`src/hdl/utf32_to_utf8_encoder_top_macros.svh`:
```
// Assertion macros for the UTF-32 to UTF-8 encoder.
// Expects clk_i and rst_ni in the scope of the including module.
`ifndef UTF32_TO_UTF8_ENCODER_TOP_MACROS_SVH
`define UTF32_TO_UTF8_ENCODER_TOP_MACROS_SVH

// Same-cycle implication, sampled on the rising clock, off during reset.
`define UTF8E_ASSERT_NOW(label, ante, cons, msg) \
  label: assert property (@(posedge clk_i) disable iff (!rst_ni) (ante) |-> (cons)) \
    else $error(msg);

// Next-cycle implication, sampled on the rising clock, off during reset.
`define UTF8E_ASSERT_NEXT(label, ante, cons, msg) \
  label: assert property (@(posedge clk_i) disable iff (!rst_ni) (ante) |=> (cons)) \
    else $error(msg);

`endif

```
`src/hdl/utf8e_pkg.sv`:
```
// Shared types and constants for the UTF-32 to UTF-8 encoder.
// No dependencies.
`default_nettype none

package utf8e_pkg;

  // Code point classification limits
  localparam logic [31:0] MaxCodePoint = 32'h0010_FFFF;
  localparam logic [31:0] SurrLo       = 32'h0000_D800;
  localparam logic [31:0] SurrHi       = 32'h0000_DFFF;
  localparam logic [31:0] LimitOne     = 32'h0000_0080;
  localparam logic [31:0] LimitTwo     = 32'h0000_0800;
  localparam logic [31:0] LimitThree   = 32'h0001_0000;

  // Lead byte marks and continuation prefix
  localparam logic [7:0] LeadTwo   = 8'hC0;
  localparam logic [7:0] LeadThree = 8'hE0;
  localparam logic [7:0] LeadFour  = 8'hF0;
  localparam logic [1:0] ContMark  = 2'b10;

  // Index of the final byte within an entry
  localparam logic [1:0] LastIdxOne   = 2'd0;
  localparam logic [1:0] LastIdxTwo   = 2'd1;
  localparam logic [1:0] LastIdxThree = 2'd2;
  localparam logic [1:0] LastIdxFour  = 2'd3;

  // One classified request: bytes lead first, index of the final byte, invalid flag
  typedef struct packed {
    logic [3:0][7:0] bytes;
    logic [1:0]      last_idx;
    logic            invalid;
  } utf8e_entry_t;

  // Write side of the queue
  typedef struct packed {
    logic         valid;
    utf8e_entry_t entry;
  } utf8e_wr_t;

  // Read side of the queue
  typedef struct packed {
    logic         valid;
    utf8e_entry_t entry;
  } utf8e_rd_t;

endpackage

`default_nettype wire

```
`src/hdl/utf32_to_utf8_encoder_top.sv`:
```
// Top level of the UTF-32 to UTF-8 encoder: config register, front, queue, back.
// Depends on utf8e_pkg, utf8e_front, utf8e_queue, utf8e_back and the macros header.
`default_nettype none
`include "utf32_to_utf8_encoder_top_macros.svh"

// Encodes one 32-bit code point per request into its UTF-8 bytes, lead byte
// first, one byte per cycle on the output channel while out_ready_i does not
// stall it, with last_byte_o on the final byte; the single output register of
// the back end sets that rate. A code point yields 1 to 4 bytes (1 below 0x80,
// 2 below 0x800, 3 below 0x10000, 4 up to 0x10FFFF). Code points above 0x10FFFF
// or in D800-DFFF are invalid: they yield one byte equal to the configured
// replacement byte with was_invalid_o set, or nothing at all while that byte
// is zero. The front end takes a new request every cycle while the
// QueueDepth-entry queue has room, so requests keep flowing while earlier ones
// are still being emitted. The first byte of a request passes through a queue
// slot and then the output register before it is presented. Write the
// replacement byte only while no request is in flight; the config port is
// always ready and the register resets to zero.
module utf32_to_utf8_encoder_top #(
  parameter int unsigned QueueDepth = 2
) (
  input  wire logic        clk_i,
  input  wire logic        rst_ni,
  // Code point requests
  input  wire logic        in_valid_i,
  output      logic        in_ready_o,
  input  wire logic [31:0] code_point_i,
  // Encoded bytes
  output      logic        out_valid_o,
  input  wire logic        out_ready_i,
  output      logic [7:0]  out_byte_o,
  output      logic        last_byte_o,
  output      logic        was_invalid_o,
  // Replacement byte configuration
  input  wire logic        cfg_valid_i,
  output      logic        cfg_ready_o,
  input  wire logic [7:0]  invalid_byte_i
);
  import utf8e_pkg::*;

  logic [7:0] invalid_byte_q, invalid_byte_d;
  utf8e_wr_t  wr;
  utf8e_rd_t  rd;
  logic       q_full;
  logic       pop;
  logic       repl_ok;

  // Config register: take every write, hold otherwise
  assign cfg_ready_o    = 1'b1;
  assign invalid_byte_d = (cfg_valid_i && cfg_ready_o) ? invalid_byte_i : invalid_byte_q;

  always_ff @(posedge clk_i or negedge rst_ni) begin
    if (!rst_ni) begin
      invalid_byte_q <= 8'h00;
    end else begin
      invalid_byte_q <= invalid_byte_d;
    end
  end

  // Classify and pack each request
  utf8e_front u_front (
    .code_point_i   (code_point_i),
    .in_valid_i     (in_valid_i),
    .in_ready_o     (in_ready_o),
    .invalid_byte_i (invalid_byte_q),
    .q_full_i       (q_full),
    .wr_o           (wr)
  );

  // Decouple acceptance from byte emission
  utf8e_queue #(
    .Depth (QueueDepth)
  ) u_queue (
    .clk_i  (clk_i),
    .rst_ni (rst_ni),
    .wr_i   (wr),
    .full_o (q_full),
    .rd_o   (rd),
    .pop_i  (pop)
  );

  // Emit the bytes of the head request
  utf8e_back u_back (
    .clk_i         (clk_i),
    .rst_ni        (rst_ni),
    .rd_i          (rd),
    .pop_o         (pop),
    .out_valid_o   (out_valid_o),
    .out_ready_i   (out_ready_i),
    .out_byte_o    (out_byte_o),
    .last_byte_o   (last_byte_o),
    .was_invalid_o (was_invalid_o)
  );

  // A push into the queue only ever comes from an accepted request
  `UTF8E_ASSERT_NOW(a_push_from_accept, wr.valid, in_valid_i && in_ready_o, "push without accept")
  // A full queue is never empty
  `UTF8E_ASSERT_NOW(a_full_not_empty, !in_ready_o, rd.valid, "full queue reads as empty")
  // Pending work reaches an empty output register in the next cycle
  `UTF8E_ASSERT_NEXT(a_head_drains, rd.valid && !out_valid_o, out_valid_o, "head not emitted")
  // A replacement byte is a lone, nonzero byte equal to the configured value
  assign repl_ok = last_byte_o && (out_byte_o == invalid_byte_q) && (out_byte_o != 8'h00);
  `UTF8E_ASSERT_NOW(a_repl_byte, out_valid_o && was_invalid_o, repl_ok, "bad replacement byte")

endmodule

`default_nettype wire

```
`src/hdl/utf8e_front.sv`:
```
// Front end: accepts code points, classifies and packs their UTF-8 bytes.
// Depends on utf8e_pkg.
`default_nettype none

module utf8e_front (
  input  wire logic [31:0]           code_point_i,
  input  wire logic                  in_valid_i,
  output      logic                  in_ready_o,
  input  wire logic [7:0]            invalid_byte_i,
  input  wire logic                  q_full_i,
  output      utf8e_pkg::utf8e_wr_t  wr_o
);
  import utf8e_pkg::*;

  logic         invalid;
  logic         drop;
  utf8e_entry_t entry;

  assign invalid = (code_point_i > MaxCodePoint) ||
                   ((code_point_i >= SurrLo) && (code_point_i <= SurrHi));
  assign drop    = invalid && (invalid_byte_i == 8'h00);

  always_comb begin
    entry       = '0;
    entry.bytes = '0;
    if (invalid) begin
      entry.bytes[0] = invalid_byte_i;
      entry.last_idx = LastIdxOne;
      entry.invalid  = 1'b1;
    end else if (code_point_i < LimitOne) begin
      entry.bytes[0] = code_point_i[7:0];
      entry.last_idx = LastIdxOne;
    end else if (code_point_i < LimitTwo) begin
      entry.bytes[0] = LeadTwo | {3'b000, code_point_i[10:6]};
      entry.bytes[1] = {ContMark, code_point_i[5:0]};
      entry.last_idx = LastIdxTwo;
    end else if (code_point_i < LimitThree) begin
      entry.bytes[0] = LeadThree | {4'b0000, code_point_i[15:12]};
      entry.bytes[1] = {ContMark, code_point_i[11:6]};
      entry.bytes[2] = {ContMark, code_point_i[5:0]};
      entry.last_idx = LastIdxThree;
    end else begin
      entry.bytes[0] = LeadFour | {5'b00000, code_point_i[20:18]};
      entry.bytes[1] = {ContMark, code_point_i[17:12]};
      entry.bytes[2] = {ContMark, code_point_i[11:6]};
      entry.bytes[3] = {ContMark, code_point_i[5:0]};
      entry.last_idx = LastIdxFour;
    end
  end

  // Stall only on a full queue; dropped requests are taken and discarded
  assign in_ready_o = !q_full_i;
  assign wr_o.valid = in_valid_i && !q_full_i && !drop;
  assign wr_o.entry = entry;

endmodule

`default_nettype wire

```
`src/hdl/utf8e_queue.sv`:
```
// Short queue of classified requests between front and back end.
// Depends on utf8e_pkg.
`default_nettype none

module utf8e_queue #(
  parameter int unsigned Depth = 2
) (
  input  wire logic                  clk_i,
  input  wire logic                  rst_ni,
  input  wire utf8e_pkg::utf8e_wr_t  wr_i,
  output      logic                  full_o,
  output      utf8e_pkg::utf8e_rd_t  rd_o,
  input  wire logic                  pop_i
);
  import utf8e_pkg::*;

  localparam int unsigned PtrW = (Depth > 1) ? $clog2(Depth) : 1;
  localparam int unsigned CntW = $clog2(Depth + 1);
  localparam logic [PtrW-1:0] LastPtr = PtrW'(Depth - 1);
  localparam logic [CntW-1:0] FullCnt = CntW'(Depth);

  utf8e_entry_t    slots_q [Depth];
  logic [PtrW-1:0] wr_ptr_q, wr_ptr_d;
  logic [PtrW-1:0] rd_ptr_q, rd_ptr_d;
  logic [CntW-1:0] cnt_q, cnt_d;
  logic            push, pop;

  assign full_o     = (cnt_q == FullCnt);
  assign rd_o.valid = (cnt_q != '0);
  assign rd_o.entry = slots_q[rd_ptr_q];

  assign push = wr_i.valid && !full_o;
  assign pop  = pop_i && rd_o.valid;

  always_comb begin
    wr_ptr_d = wr_ptr_q;
    rd_ptr_d = rd_ptr_q;
    cnt_d    = cnt_q;
    if (push) begin
      wr_ptr_d = (wr_ptr_q == LastPtr) ? '0 : wr_ptr_q + 1'b1;
    end
    if (pop) begin
      rd_ptr_d = (rd_ptr_q == LastPtr) ? '0 : rd_ptr_q + 1'b1;
    end
    if (push && !pop) begin
      cnt_d = cnt_q + 1'b1;
    end else if (pop && !push) begin
      cnt_d = cnt_q - 1'b1;
    end
  end

  always_ff @(posedge clk_i or negedge rst_ni) begin
    if (!rst_ni) begin
      wr_ptr_q <= '0;
      rd_ptr_q <= '0;
      cnt_q    <= '0;
    end else begin
      wr_ptr_q <= wr_ptr_d;
      rd_ptr_q <= rd_ptr_d;
      cnt_q    <= cnt_d;
    end
  end

  always_ff @(posedge clk_i) begin
    if (push) begin
      slots_q[wr_ptr_q] <= wr_i.entry;
    end
  end

endmodule

`default_nettype wire

```
`src/hdl/utf8e_back.sv`:
```
// Back end: walks the head request byte by byte into an output register.
// Depends on utf8e_pkg.
`default_nettype none

module utf8e_back (
  input  wire logic                  clk_i,
  input  wire logic                  rst_ni,
  input  wire utf8e_pkg::utf8e_rd_t  rd_i,
  output      logic                  pop_o,
  output      logic                  out_valid_o,
  input  wire logic                  out_ready_i,
  output      logic [7:0]            out_byte_o,
  output      logic                  last_byte_o,
  output      logic                  was_invalid_o
);
  import utf8e_pkg::*;

  logic       out_valid_q, out_valid_d;
  logic [1:0] idx_q, idx_d;
  logic [7:0] byte_q;
  logic       last_q;
  logic       inv_q;
  logic       load;
  logic       take;
  logic       is_last;

  // Refill the output register when empty or being drained
  assign load    = !out_valid_q || out_ready_i;
  assign take    = load && rd_i.valid;
  assign is_last = (idx_q == rd_i.entry.last_idx);
  assign pop_o   = take && is_last;

  always_comb begin
    out_valid_d = out_valid_q;
    idx_d       = idx_q;
    if (load) begin
      out_valid_d = rd_i.valid;
    end
    if (take) begin
      idx_d = is_last ? '0 : idx_q + 1'b1;
    end
  end

  always_ff @(posedge clk_i or negedge rst_ni) begin
    if (!rst_ni) begin
      out_valid_q <= 1'b0;
      idx_q       <= '0;
    end else begin
      out_valid_q <= out_valid_d;
      idx_q       <= idx_d;
    end
  end

  always_ff @(posedge clk_i) begin
    if (take) begin
      byte_q <= rd_i.entry.bytes[idx_q];
      last_q <= is_last;
      inv_q  <= rd_i.entry.invalid;
    end
  end

  assign out_valid_o   = out_valid_q;
  assign out_byte_o    = byte_q;
  assign last_byte_o   = last_q;
  assign was_invalid_o = inv_q;

endmodule

`default_nettype wire

```
`config.mk`:
```
export PLATFORM = sky130hd
export DESIGN_NAME = utf32_to_utf8_encoder_top
export DESIGN_NICKNAME = d
export VERILOG_FILES = /design/src/hdl/utf8e_pkg.sv /design/src/hdl/utf32_to_utf8_encoder_top.sv /design/src/hdl/utf8e_front.sv /design/src/hdl/utf8e_queue.sv /design/src/hdl/utf8e_back.sv
export VERILOG_INCLUDE_DIRS = /design/src /design/src/hdl
export SDC_FILE = /design/constraint.sdc
export NUM_CORES = 1
export LEC_CHECK = 0
export BUFFER_PORTS_ARGS = -buffer_cell sky130_fd_sc_hd__buf_2
export CAP_MARGIN = 20
export CORE_MARGIN = 2
export CORE_UTILIZATION = 25
export CTS_CLUSTER_DIAMETER = 50
export DETAILED_ROUTE_END_ITERATION = 16
export PLACE_DENSITY = 0.38
export SYNTH_ARGS = -nofsm -noshare
export SYNTH_HDL_FRONTEND = slang
export SYNTH_HIERARCHICAL = 1
export SYNTH_SLANG_ARGS = --single-unit
export TNS_END_PERCENT = 50
```
`constraint.sdc`:
```
create_clock -name clk_i -period 3.5 [get_ports clk_i]
set_input_delay 0.175 -clock clk_i [delete_from_list [all_inputs] [get_ports clk_i]]
set_output_delay 0.175 -clock clk_i [all_outputs]
set_load 0.01 [all_outputs]
```
==> results of run 1 <==
-- state kept, by name, summed over array words and instances (netlist names), 2 cells and up --
name and count:
invalid_byte_q 8, u_queue/slots_q 70, u_back/idx_q 2, u_queue/cnt_q 2, u_back/out_byte_o 8
-- synthesized netlist by cell type, drive strengths merged (11+ instances only) --
cell type	instances	area [µm²]
a21oi	12	86.3
dfrtp	15	375
buf	17	175
nor2	12	50.1
edfxtp	80	2400
nand2	12	47.6
mux2	43	623
inv	11	41.3
nand3	12	60.1
-- what timing repair did --
| item | 4_1_cts | 5_1_grt |
|---|---|---|
| resized for setup | 0 | 0 |
| endpoints found under the hold margin | 15 | 0 |
| hold buffers | 1 | 0 |
-- cell usage in the layout, fill, tap and decap left out, types with 4 or more instances in the layout --
cell type  netlist  final
edfxtp_1        80     80
buf_2            2     56
mux2_4          37     37
dfrtp_1         15     14
nand3_1         12     12
inv_1           11     11
nand2_1         11     11
clkbuf_16        0     10
nor2_1          10      9
and2_1           8      8
mux4_2           7      7
o21ai_0          7      7
a21oi_2          7      7
buf_4            6      6
nor3_1           7      6
mux2_2           6      6
nor4_1           5      5
a21oi_1          5      5
conb_1           2      4
xor2_1           4      4
nand2b_1         4      4
mux2i_1          4      4
a211oi_1         4      4
o211ai_1         4      4
-- stage by stage --
stage	hold WS (ns)	area, µm²	worst slack [ns]	power (mW)	instances
after global placement	0.106	5170	0.925	3.12	586
after global routing	0.0449	5480	0.957	4.29	603
after detailed placement	0.113	5170	0.874	3.14	586
after CTS	0.0447	5480	1.11	4.12	603
final	0.0590	5480	1.14	4.04	603
after floorplan	-0.121	4730	0.254	2.81	310
-- area by class of cell --
cell class / instances / area [µm²] / share of cell area
timing repair buffer: 63 / 335 / 0.0612
clock buffer: 14 / 285 / 0.0521
multi-input combinational: 184 / 1730 / 0.316
inverter: 11 / 41.3 / 0.00753
tap: 234 / 293 / 0.0534
sequential: 95 / 2780 / 0.507
clock inverter: 2 / 13.8 / 0.00251
-- routing by layer --
metal | part of all wire | up-vias
li1 | - | 1290
met1 | 0.49 | 1313
met2 | 0.46 | 64
met3 | 0.032 | 12
met4 | 0.019 | 0
met5 | 0 | -
-- logic make-up (layout without fill, tap and decap cells) --
logic type	Yosys count	after routing	synth area share
flip-flops	95	95	0.588
AND/OR/NAND/NOR	74	74	0.0996
multiplexers	55	55	0.179
AO/OA/AOI/OAI	43	43	0.0676
buffers and inverters	31	90	0.0482
XOR/XNOR	7	7	0.0130
other	2	4	0.00159
adder cells (fa/ha/maj)	1	1	0.00265
-- worst reg2reg max path, delay by kind of cell (launching register included) --
kind / cells / cell delay (ns)
muxes: 1 / 0.37
xor gates and xnor gates: 2 / 0.31
and+or+nand+nor: 4 / 0.59
adders and majority gates: 1 / 0.34
DFF: 1 / 0.70
-- power breakdown --
part           switching [mW]  internal (mW)
clock                   0.409          0.565
sequential              0.177           1.65
combinational           0.583          0.653
-- worst max path at each step --
stage | startpoint | to | slack (ns) | depth (start not counted)
6_report | u_queue/rd_ptr_q | u_queue/cnt_q[1] | 1.14 | 8
3_5_place_dp | code_point_i[18] | u_queue/cnt_q[1] | 0.87 | 10
4_1_cts | u_queue/rd_ptr_q | u_queue/cnt_q[1] | 1.11 | 8
2_1_floorplan | code_point_i[18] | u_queue/slots_q[0][0] | 0.25 | 6
5_1_grt | u_queue/rd_ptr_q | u_queue/cnt_q[1] | 0.96 | 8
3_3_place_gp | code_point_i[18] | u_queue/cnt_q[1] | 0.93 | 10
==> impl_metrics.json, run 1 <==
{
  "status": "finished clean",
  "slowest_stage": "dfrtp_2",
  "grtUsageTotal": 0.112,
  "top_usage_layer": "met2",
  "slew_headroom": 0.422,
  "yosysUniqueCellTypes": 54,
  "synth.cell_area_um2": 4720,
  "r2r_end": "u_queue/cnt_q[1]",
  "path_cells": "mux2_4, xor2_1, nor2_1, and2_1, nand2_2, ha_1, nor2_1, xor2_1",
  "postCtsSetupRepairBufs": 0,
  "root_buffer": "clkbuf_16",
  "startpoint_type": "flop",
  "htree_levels": 3,
  "final_core_util": 0.294,
  "grt_pass1_vias": 2906,
  "worstSetupPathType": "reg2reg",
  "die-width_um": 141,
  "timing.fmax_ghz": 0.423,
  "drive_gt1_frac": 0.407,
  "core_um2": 18600,
  "overflow": 0,
  "cts_tree": "yes",
  "slowest_delay_ns": 0.70,
  "first_iter_violations": 207,
  "vias": 2679,
  "area_growth_pct": 16.0,
  "cts.clk_slew.worst_paths_ns": 0.06,
  "antenna_left": 0,
  "grt_antenna_before_repair": 0,
  "fp.dieArea_um2": 20000,
  "avgRoutedWirePerCell_um": 17.8,
  "rsz0062_at_grt": "false",
  "ys.flop_type": "edfxtp_1",
  "required_ns": 3.77,
  "tightest_slew_ns": 0.863,
  "grt_pass1_wl_um": 16700,
  "clk_latency_ns": 0.35,
  "finClkSkew_ns": 0.00912,
  "dieHeight_um": 141,
  "seq_area_frac_synth": 0.588,
  "drc": 0,
  "setup_viol": 0,
  "grt_max_degree": 36,
  "min_period_ns": 2.36,
  "synth_edf_count": 80,
  "hold_violations": 0,
  "drv_cap": 0,
  "drt_wl_total_um": 10700,
  "r2r-start": "u_queue/rd_ptr_q",
  "grt_use_met1": 0.154,
  "whs_path_depth": 2,
  "finalCritPeriodShare": 0.675,
  "port_buffers": 56,
  "crit_family": "flip-flops",
  "viasPerCell": 4.44,
  "yosys_warnings": 6,
  "ys_async_sr_fraction": 0.158,
  "leakage_nw": 2.04,
  "grt_use_met3": 0.0182,
  "gp_congestion": 0.768,
  "hpwlAfterDp_um": 7520,
  "clockBufferDepth": 2,
  "critPathMaxFanout": 17,
  "numCtsBuffers": 9,
  "hold_path_class": "in2reg",
  "ys_seq_elements": 95,
  "fin_setup_tns_ns": 0,
  "ios": 58,
  "r2r_cells": 8,
  "irDropWorstVdd_v": 0.000259,
  "finalMaxSlewViolations": 0,
  "power.density_nw_per_um2": 737,
  "crit_buf_inv": 0,
  "nFillCells": 1915,
  "cp-end-kind": "flop",
  "rows": 50,
  "start_util": 0.253,
  "worstPathArrival_ns": 2.63,
  "r2r_slack_ns": 1.14,
  "hp-start": "invalid_byte_i[3]",
  "first_pass_iters": 4,
  "synth_cells": 308,
  "cts_sinks": 95,
  "antennaDiodeCount": 0,
  "met2_usage": 0.175,
  "synth_area_per_cell_um2": 15.3,
  "final_nets": 410,
  "whs_endpoint": "invalid_byte_q[3]"
}
No activity file was read; power rests on OpenSTA's default activity.
==> inputs of run 2 (changes only) <==
Settings changed: ABC_AREA set to 1.
Clock period 3.5 ns to 2.33 ns, I/O delays scaled along.
==> run 2 against run 1 <==
Against the previous run: sequential power is 40% higher; hold slack got worse by 0.022 ns; via count rose by 28%; setup slack got worse by 0.80 ns; die area grew 1.6%; cell area grew 2.9%; clock-buffer cell count down 5; critical path depth up 6; clock skew up 0.0028 ns; sequential cell count unchanged; routed wire length rose by 11%; critical path type unchanged; highest routed layer unchanged.
==> impl_metrics.json, run 2 <==
{
  "yosys_warnings": 6,
  "ys_async_sr_fraction": 0.158,
  "fin_ws_ns": 0.340,
  "drt_wl_total_um": 12000,
  "finalMaxSlewViolations": 0,
  "core_um2": 18800,
  "startpoint_type": "flop",
  "status": "finished clean",
  "r2r_cells": 14,
  "dieHeight_um": 143,
  "yosysUniqueCellTypes": 37,
  "grt_pass1_wl_um": 19200,
  "final_core_util": 0.301,
  "leakage_nw": 2.51,
  "grt_antenna_before_repair": 0,
  "worstSetupPathType": "reg2reg",
  "first_iter_violations": 214,
  "antennaDiodeCount": 0,
  "whs_endpoint": "u_back/out_valid_o",
  "viasPerCell": 4.22,
  "irDropWorstVdd_v": 0.000415,
  "setup_viol": 0,
  "min_period_ns": 1.99,
  "drc": 0,
  "worstPathArrival_ns": 2.22,
  "cts.clk_slew.worst_paths_ns": 0.07,
  "required_ns": 2.56,
  "whs_path_depth": 4,
  "hold_slack_ns": 0.0369,
  "hold_violations": 0,
  "synth_cells": 506,
  "vias": 3424,
  "finClkSkew_ns": 0.0120,
  "gp_congestion": 0.764,
  "cts_tree": "yes",
  "dr_wl_met2_um": 5520,
  "synth_common_cells": "nand2_1, edfxtp_1, nor2_1",
  "multiInputGateArea_um2": 1660,
  "antenna_left": 0,
  "ys.flop_type": "edfxtp_1",
  "wl_met3_um": 410,
  "drive_gt1_frac": 0.229,
  "regArea_um2": 2780,
  "cts_sinks": 95,
  "fin_setup_tns_ns": 0,
  "max_flop_register": "u_queue/slots_q",
  "synth_top_area_frac": 0.500,
  "finalCritPeriodShare": 0.854,
  "r2r-start": "u_queue/rd_ptr_q",
  "rows": 50,
  "first_pass_iters": 6,
  "wl_met1_um": 5770,
  "nFillCells": 1994,
  "dp_slack_ns": 0.316,
  "power.density_nw_per_um2": 1050,
  "clockBufferDepth": 2,
  "rsz0062_at_grt": "false",
  "synthTopCellsByArea": "edfxtp_1, nand2_1, dfrtp_1, nor2_1, inv_1",
  "synth.most_common_cell": "nand2_1",
  "avgRoutedWirePerCell_um": 14.7,
  "yosysTopAreaCell": "edfxtp_1",
  "largest_reg_flops": 70,
  "port_buffers": 56,
  "numCtsBuffers": 9,
  "ys_seq_elements": 95,
  "drv_cap": 0,
  "timing.fmax_ghz": 0.503,
  "overflow": 0,
  "r2r_end": "u_queue/cnt_q[1]",
  "clk_latency_ns": 0.34,
  "hp-start": "out_ready_i",
  "hold_path_class": "in2reg",
  "r2r_slack_ns": 0.34,
  "htree_levels": 3,
  "die-width_um": 143,
  "final_cell_mix": "nand2_1, edfxtp_1, buf_2, nor2_1, inv_1",
  "root_buffer": "clkbuf_16",
  "fp.dieArea_um2": 20300,
  "critPathMaxFanout": 6,
  "cp-end-kind": "flop",
  "synth_edf_count": 80,
  "dr.max_layer_used": "met4",
  "area_growth_pct": 17.5,
  "mostFrequentLayoutCell": "nand2_1",
  "seq_area_frac_synth": 0.579,
  "grtUsageTotal": 0.126,
  "final_nets": 618,
  "synth_area_per_cell_um2": 9.49,
  "hpwlAfterDp_um": 8780,
  "grt_pass1_vias": 3461,
  "grt_max_degree": 36,
  "ios": 58,
  "start_util": 0.256,
  "synth.cell_area_um2": 4800
}
## run 2: cell types whose count changed after synthesis, sizes merged, moves of 8 or more
cell / change
a21oi: -10
nor2: +50
inv: +31
o21ai: +12
nand2: +205
mux2: -43
mux4: -8
and2: -8
o22ai: +8
## run 2: per-stage QoR
stage                     power [mW]  instance area (µm²)  cells
after global placement          4.68                 5290    786
final                           5.94                 5640    811
after detailed placement        4.70                 5290    786
after CTS                       6.06                 5640    811
after global routing            6.40                 5640    811
after floorplan                 4.04                 4820    508
## run 2: final cells by class
type | instances | share of cell area
clock buffers | 9 | 0.0399
inverters | 42 | 0.0297
repair buffers | 75 | 0.0856
multi-input cells | 349 | 0.293
flip-flops and latches | 95 | 0.492
well taps | 234 | 0.0519
clock inverters | 7 | 0.00710
## run 2: kinds of logic (layout without fill, tap and decap cells)
kind of cell,after synthesis,after routing,synth area share
AND/OR/NAND/NOR,304,304,0.286
XOR/XNOR,2,2,0.00365
buffers and inverters,64,133,0.0797
flip-flops,95,95,0.579
adder cells (fa/ha/maj),1,1,0.00261
AO/OA/AOI/OAI,38,38,0.0482
other,2,4,0.00156
## run 2: how the worst max path moves through the flow
| stage | start | endpoint | slack (ns) | depth (start not counted) |
|---|---|---|---|---|
| detailed placement | code_point_i[16] | u_queue/slots_q[0][23] | 0.32 | 13 |
| finish | u_queue/rd_ptr_q | u_queue/cnt_q[1] | 0.34 | 14 |
| CTS | u_queue/rd_ptr_q | u_queue/cnt_q[1] | 0.35 | 14 |
| global route | u_queue/rd_ptr_q | u_queue/cnt_q[1] | 0.15 | 14 |
| floorplan | code_point_i[16] | u_queue/slots_q[0][0] | 0.03 | 12 |
| global placement | code_point_i[16] | u_queue/slots_q[0][24] | 0.37 | 13 |
## run 2: critical path, stage by stage (launching register included)
cell     delay [ns]
dfrtp_1        0.54
inv_8          0.05
nand2_1        0.06
nand2_1        0.07
inv_1          0.05
nand2_1        0.04
nand2_1        0.06
nand2_2        0.07
nor2_1         0.20
nand2_2        0.11
ha_1           0.34
inv_1          0.08
nand3_1        0.07
nand2_1        0.06
nand2_1        0.05
## run 2: report_power, final
| group | internal [mW] | total (mW) | switching (mW) | leakage (nW) |
|---|---|---|---|---|
| Combinational | 0.670 | 2.04 | 1.37 | 1.42 |
| Sequential | 2.41 | 2.57 | 0.157 | 0.951 |
| Clock | 0.714 | 1.33 | 0.618 | 0.134 |
## run 2: per-layer routing
layer  track usage  vias to the layer above
met1         0.172                     1585
met5             0                        -
li1              -                     1763
met2         0.200                       62
met4        0.0532                        0
met3        0.0192                       14
## run 2: timing repair
item,CTS,global route
buffers inserted,0,0
hold buffers,9,0
gates resized for setup,0,0
endpoints found under the hold margin,23,0
